**src/sfe_pkg.sv**
```systemverilog
// Shared types and constants for the stereo feedback echo.
// Used by sfe_ring_ram users, sfe_chan and stereo_feedback_echo.
`default_nettype none

package sfe_pkg;

    // Ring of past output frames; depth is a power of two
    localparam int RING_AW    = 15;
    localparam int RING_DEPTH = 1 << RING_AW;

    localparam int SAMPLE_W   = 16;
    localparam int FRAME_W    = 2 * SAMPLE_W;
    localparam int GAIN_W     = 16;
    localparam int PROD_W     = SAMPLE_W + GAIN_W + 1;
    localparam int FRAC_W     = 15;

    localparam int CFG_IDX_W  = 1;
    localparam int CFG_DATA_W = 16;

    localparam logic [CFG_IDX_W-1:0] REG_DELAY = 1'b0;
    localparam logic [CFG_IDX_W-1:0] REG_GAIN  = 1'b1;

    localparam logic [CFG_DATA_W-1:0] DELAY_RESET = 16'd1;
    localparam logic [CFG_DATA_W-1:0] GAIN_RESET  = 16'd0;
    localparam logic [GAIN_W-1:0]     GAIN_ONE    = 16'h8000;

    typedef logic signed [SAMPLE_W-1:0] sample_t;
    typedef logic signed [GAIN_W:0]     gain_q_t;
    typedef logic [RING_AW-1:0]         ring_addr_t;
    typedef logic [FRAME_W-1:0]         frame_t;

    // Selection of the history sample seen by the multiply stage
    typedef struct packed {
        logic s2_hit;
        logic s3_hit;
        logic unwritten;
    } fwd_sel_t;

endpackage

`default_nettype wire

```
**src/sfe_chan.sv**
```systemverilog
// One channel of the echo datapath: history select, gain multiply,
// truncating scale, saturating add and the output data register. Uses sfe_pkg.
`default_nettype none

module sfe_chan (
    input  logic              clk,
    input  logic              adv,
    input  sfe_pkg::sample_t  x_in,
    input  sfe_pkg::sample_t  mem_h,
    input  sfe_pkg::fwd_sel_t sel,
    input  sfe_pkg::gain_q_t  gain,
    output sfe_pkg::sample_t  y_calc,
    output sfe_pkg::sample_t  y_held
);

    import sfe_pkg::*;

    localparam int QUOT_W = PROD_W - FRAC_W;
    localparam int SUM_W  = QUOT_W + 1;
    localparam logic signed [PROD_W-1:0] ROUND_BIAS = PROD_W'((1 << FRAC_W) - 1);
    localparam logic signed [SUM_W-1:0]  SAT_HI     = SUM_W'((1 << (SAMPLE_W - 1)) - 1);
    localparam logic signed [SUM_W-1:0]  SAT_LO     = -SUM_W'(1 << (SAMPLE_W - 1));

    sample_t                   x_s1_reg;
    sample_t                   x_s2_reg;
    logic signed [PROD_W-1:0]  prod_s2_reg;
    logic signed [PROD_W-1:0]  prod_next;
    sample_t                   y_out_reg;
    sample_t                   h_sel;
    logic signed [PROD_W-1:0]  prod_adj;
    logic signed [QUOT_W-1:0]  quot;
    logic signed [SUM_W-1:0]   sum;

    always_comb
    begin
        if (sel.s2_hit)
        begin
            h_sel = y_calc;
        end
        else if (sel.s3_hit)
        begin
            h_sel = y_out_reg;
        end
        else if (sel.unwritten)
        begin
            h_sel = '0;
        end
        else
        begin
            h_sel = mem_h;
        end
        prod_next = PROD_W'(h_sel) * PROD_W'(gain);
    end

    always_comb
    begin
        prod_adj = prod_s2_reg + (prod_s2_reg[PROD_W-1] ? ROUND_BIAS : '0);
        quot     = prod_adj[PROD_W-1:FRAC_W];
        sum      = SUM_W'(x_s2_reg) + SUM_W'(quot);
        if (sum > SAT_HI)
        begin
            y_calc = SAMPLE_W'(SAT_HI);
        end
        else if (sum < SAT_LO)
        begin
            y_calc = SAMPLE_W'(SAT_LO);
        end
        else
        begin
            y_calc = sum[SAMPLE_W-1:0];
        end
    end

    always_ff @(posedge clk)
    begin
        if (adv)
        begin
            x_s1_reg    <= x_in;
            x_s2_reg    <= x_s1_reg;
            prod_s2_reg <= prod_next;
            y_out_reg   <= y_calc;
        end
    end

    assign y_held = y_out_reg;

endmodule

`default_nettype wire

```
**config.mk**
```make
export PLATFORM = sky130hd
export DESIGN_NAME = sfe_chan
export DESIGN_NICKNAME = d
export VERILOG_FILES = /design/src/sfe_pkg.sv /design/src/sfe_chan.sv
export SDC_FILE = /design/constraint.sdc
export NUM_CORES = 1
export LEC_CHECK = 0
export BUFFER_PORTS_ARGS = -buffer_cell sky130_fd_sc_hd__clkbuf_2
export CAP_MARGIN = 0
export CORE_ASPECT_RATIO = 0.8
export CORE_MARGIN = 2
export CORE_UTILIZATION = 42
export DETAILED_ROUTE_END_ITERATION = 12
export PLACE_DENSITY_LB_ADDON = 0.05
export SYNTH_ARGS = -nofsm -noshare
export SYNTH_HDL_FRONTEND = slang
export SYNTH_SLANG_ARGS = --single-unit
export TNS_END_PERCENT = 30
```
**constraint.sdc**
```tcl
create_clock -name clk -period 10.5 [get_ports clk]
set_input_delay 2.1 -clock clk [delete_from_list [all_inputs] [get_ports clk]]
set_output_delay 2.1 -clock clk [all_outputs]
set_load 0.01 [all_outputs]
```
==> reports/metrics.csv <==
stage,metric,value,unit
setup_path,cp_data_required_time,10.57,ns
global_route,overflow,0,
route,drt_first_iter_violations,512,
synthesis,async_flop_share,0,%
setup_path,worst-path-max-fanout,8,
die,die_height,172.3,um
global_route,grt_max_degree,82,
die,io-pin-count,86,
job,cap_viol_max_count,0,
synthesis,yosysSeqAreaShare,16.35,%
route,post-route-drc-count,0,
finish,syn2layout_area_growth,15.44,%
die,core-area,34800,um2
setup_path,startpoint_type,flop,
sta,setup_viol,0,
cts,cts_buffer_depth,2,
synthesis,synth_commonest_cells,"inv_1 (314), fa_1 (277), nor2b_1 (119)",
finish,final_layout_size_suffix_gt1_share,16.14,%
cts,clockRootBuffer,clkbuf_16,
die,initial_core_util,42.74,%
sta,slew_headroom,29.97,%
setup_path,path_class,flop to flop,
sta,post-route-period-util,96.75,%
cts,clock_latency,0.34,ns
sta,finalCriticalPeriod,10.16,ns
setup_path,slowest_delay,0.60,ns
placed_design,hpwl,30130,um
synthesis,yosysTopAreaCellShare,37.28,%
sta,maxSlewViolCount,0,
synthesis,synth_edf_count,81,
min_path,min_path_type,flop to flop,
die,dieArea,36950,um2
sta,hold_violations,0,
route,dr.pass1.iters,5,
finish,instances_no_fill,2095,
route,wl_per_cell,18.45,um
synthesis,post-synth-top-count-cell,inv_1,
placed_design,dp_slack,-0.09987,ns
synthesis,syn_nets,1933,
sta,holdWs,0.4221,ns
setup_path,path_common_cell,fa_1,
global_route,grt_pass1_wl,59890,um
route,vias,10410,
sta,grt_setup_unrepaired,true,
route,antenna_left,0,
synthesis,synthTopCellsByArea,"fa_1 (37%), edfxtp_1 (16%), ha_1 (9.9%), inv_1 (7.9%), nor2b_1 (5.0%)",
global_route,grt_pass1_vias,10770,
setup_path,r2r-start,prod_s2_reg[32]$_DFFE_PP_,
placed_design,place_inst,2044,
cts,path_clk_slew,0.07,ns
finish,largest_reg_flops,33,
placed_design,gp_congestion,0.8426,
route,viasPerCell,4.969,
synthesis,yosysTopAreaCell,fa_1,
synthesis,synthCells,1484,
synthesis,ys_seq_elements,81,
global_route,grtUsageTotal,20.81,%
cts,htree_levels,3,
cts,cts_tree,built,
setup_path,startpoint,prod_s2_reg[32]$_DFFE_PP_,
sta,finalSetupTns,0,ns
global_route,antenna_found_initial,1,
finish,diodes,0,
setup_path,crit_slowest_cell,fa_1,
synthesis,syn_area,14880,um2
route,wl,38660,um
cts,cts_buffers,9,
placed_design,io_buffer_count,85,
setup_path,worstPathArrival,10.22,ns
sta,timing.fmax,98.44,MHz
synthesis,ys.flop_type,edfxtp_1,
setup_path,cp-end-kind,flop,
die,die_w,214.4,um
status,status,"complete, no violations",
cts,cts.sinks,81,
synthesis,ys.warnings.count,0,
sta,finalClockSkew,0.01048,ns
min_path,hp-start,x_s1_reg[11]$_DFFE_PP_,
sta,fin_ws,0.3417,ns
finish,nNetsFinal,2067,
synthesis,avgSynthCellArea,10.02,um2
finish,fill_cells,3351,
die,rows,61,
cts,ctsHoldBuffers,0,
synthesis,ys_types,58,
sta,worst_pin_slew,1.051,ns
worst max-delay path, delay by kind of cell (launching register included):
kind | cells | cell delay [ns]
buffers and inverters | 9 | 1.59
adders and majority gates | 9 | 3.98
AOI/OAI and AO/OA | 14 | 2.70
DFF | 1 | 0.37
xor gates and xnor gates | 3 | 0.42
and+or+nand+nor | 6 | 0.82
cells in the final DEF (no fill, tap or decap), types with 8 or more instances in the layout:
master,count
xor2_1,17
a21oi_2,9
inv_1,313
ha_1,106
buf_4,66
xnor2_1,50
and2_1,38
nand2b_1,30
nor2_1,50
nand3_1,12
nor2b_1,114
edfxtp_1,81
o21ai_0,13
fa_1,272
a22o_1,14
a21o_1,28
buf_12,8
a21oi_1,46
nand2_1,110
clkbuf_2,84
clkbuf_16,12
final cells by class:
cell class | count | area (um2) | share of cell area, %
repair buffers | 167 | 1226 | 7.140
clock buffers | 10 | 229.0 | 1.333
well taps | 472 | 590.6 | 3.439
multi-input cells | 1045 | 11420 | 66.53
clock inverters | 6 | 91.34 | 0.5319
inverters | 314 | 1179 | 6.863
flip-flops and latches | 81 | 2432 | 14.16
path summary, 6_finish.rpt:
check                                                 end  depth (start not counted)  slack [ns]
worst max-delay path            prod_s2_reg[32]$_DFFE_PP_                         41        0.34
worst min-delay path               x_s2_reg[11]$_DFFE_PP_                          0        0.42
worst max register to register  prod_s2_reg[32]$_DFFE_PP_                         41        0.34
worst min register to register     x_s2_reg[11]$_DFFE_PP_                          0        0.42
kinds of logic (layout without fill, tap and decap cells):
family	Yosys count	in the layout	share of synthesized area, %
adders and majority gates	395	395	47.20
and+or+nand+nor	389	389	13.53
buffers and inverters	358	497	9.235
AOI/OAI and AO/OA	188	188	9.219
DFF	81	81	16.35
xor gates and xnor gates	72	72	4.391
muxes	1	1	0.07569
repair_timing:
action                                  in CTS  in global routing
pin swaps                                    0                 42
endpoints found under the setup margin       5                 16
hold endpoints to repair                     0                  0
cloned                                       0                  2
resized for setup                            2                 83
buffers inserted                             3                 31
per-layer routing:
metal / track usage, % / vias up / wire length (um)
met5: 0 / - / 0
met4: 2.174 / 0 / 316
met2: 34.95 / 129 / 18770
met1: 30.66 / 5345 / 18600
li1: - / 4920 / -
met3: 1.548 / 16 / 975
stage by stage:
| step | area (um2) | utilization (%) |
|---|---|---|
| 2_1_floorplan | 14880 | - |
| 3_3_place_gp | 16160 | 46.44 |
| 3_5_place_dp | 16160 | 46.44 |
| 4_1_cts | 16520 | 47.48 |
| 5_1_grt | 17170 | 49.34 |
| 6_report | 17170 | 49.34 |
Power is not shown: default switching activity piles up to over one toggle a cycle in this logic, so the estimate is an artifact.
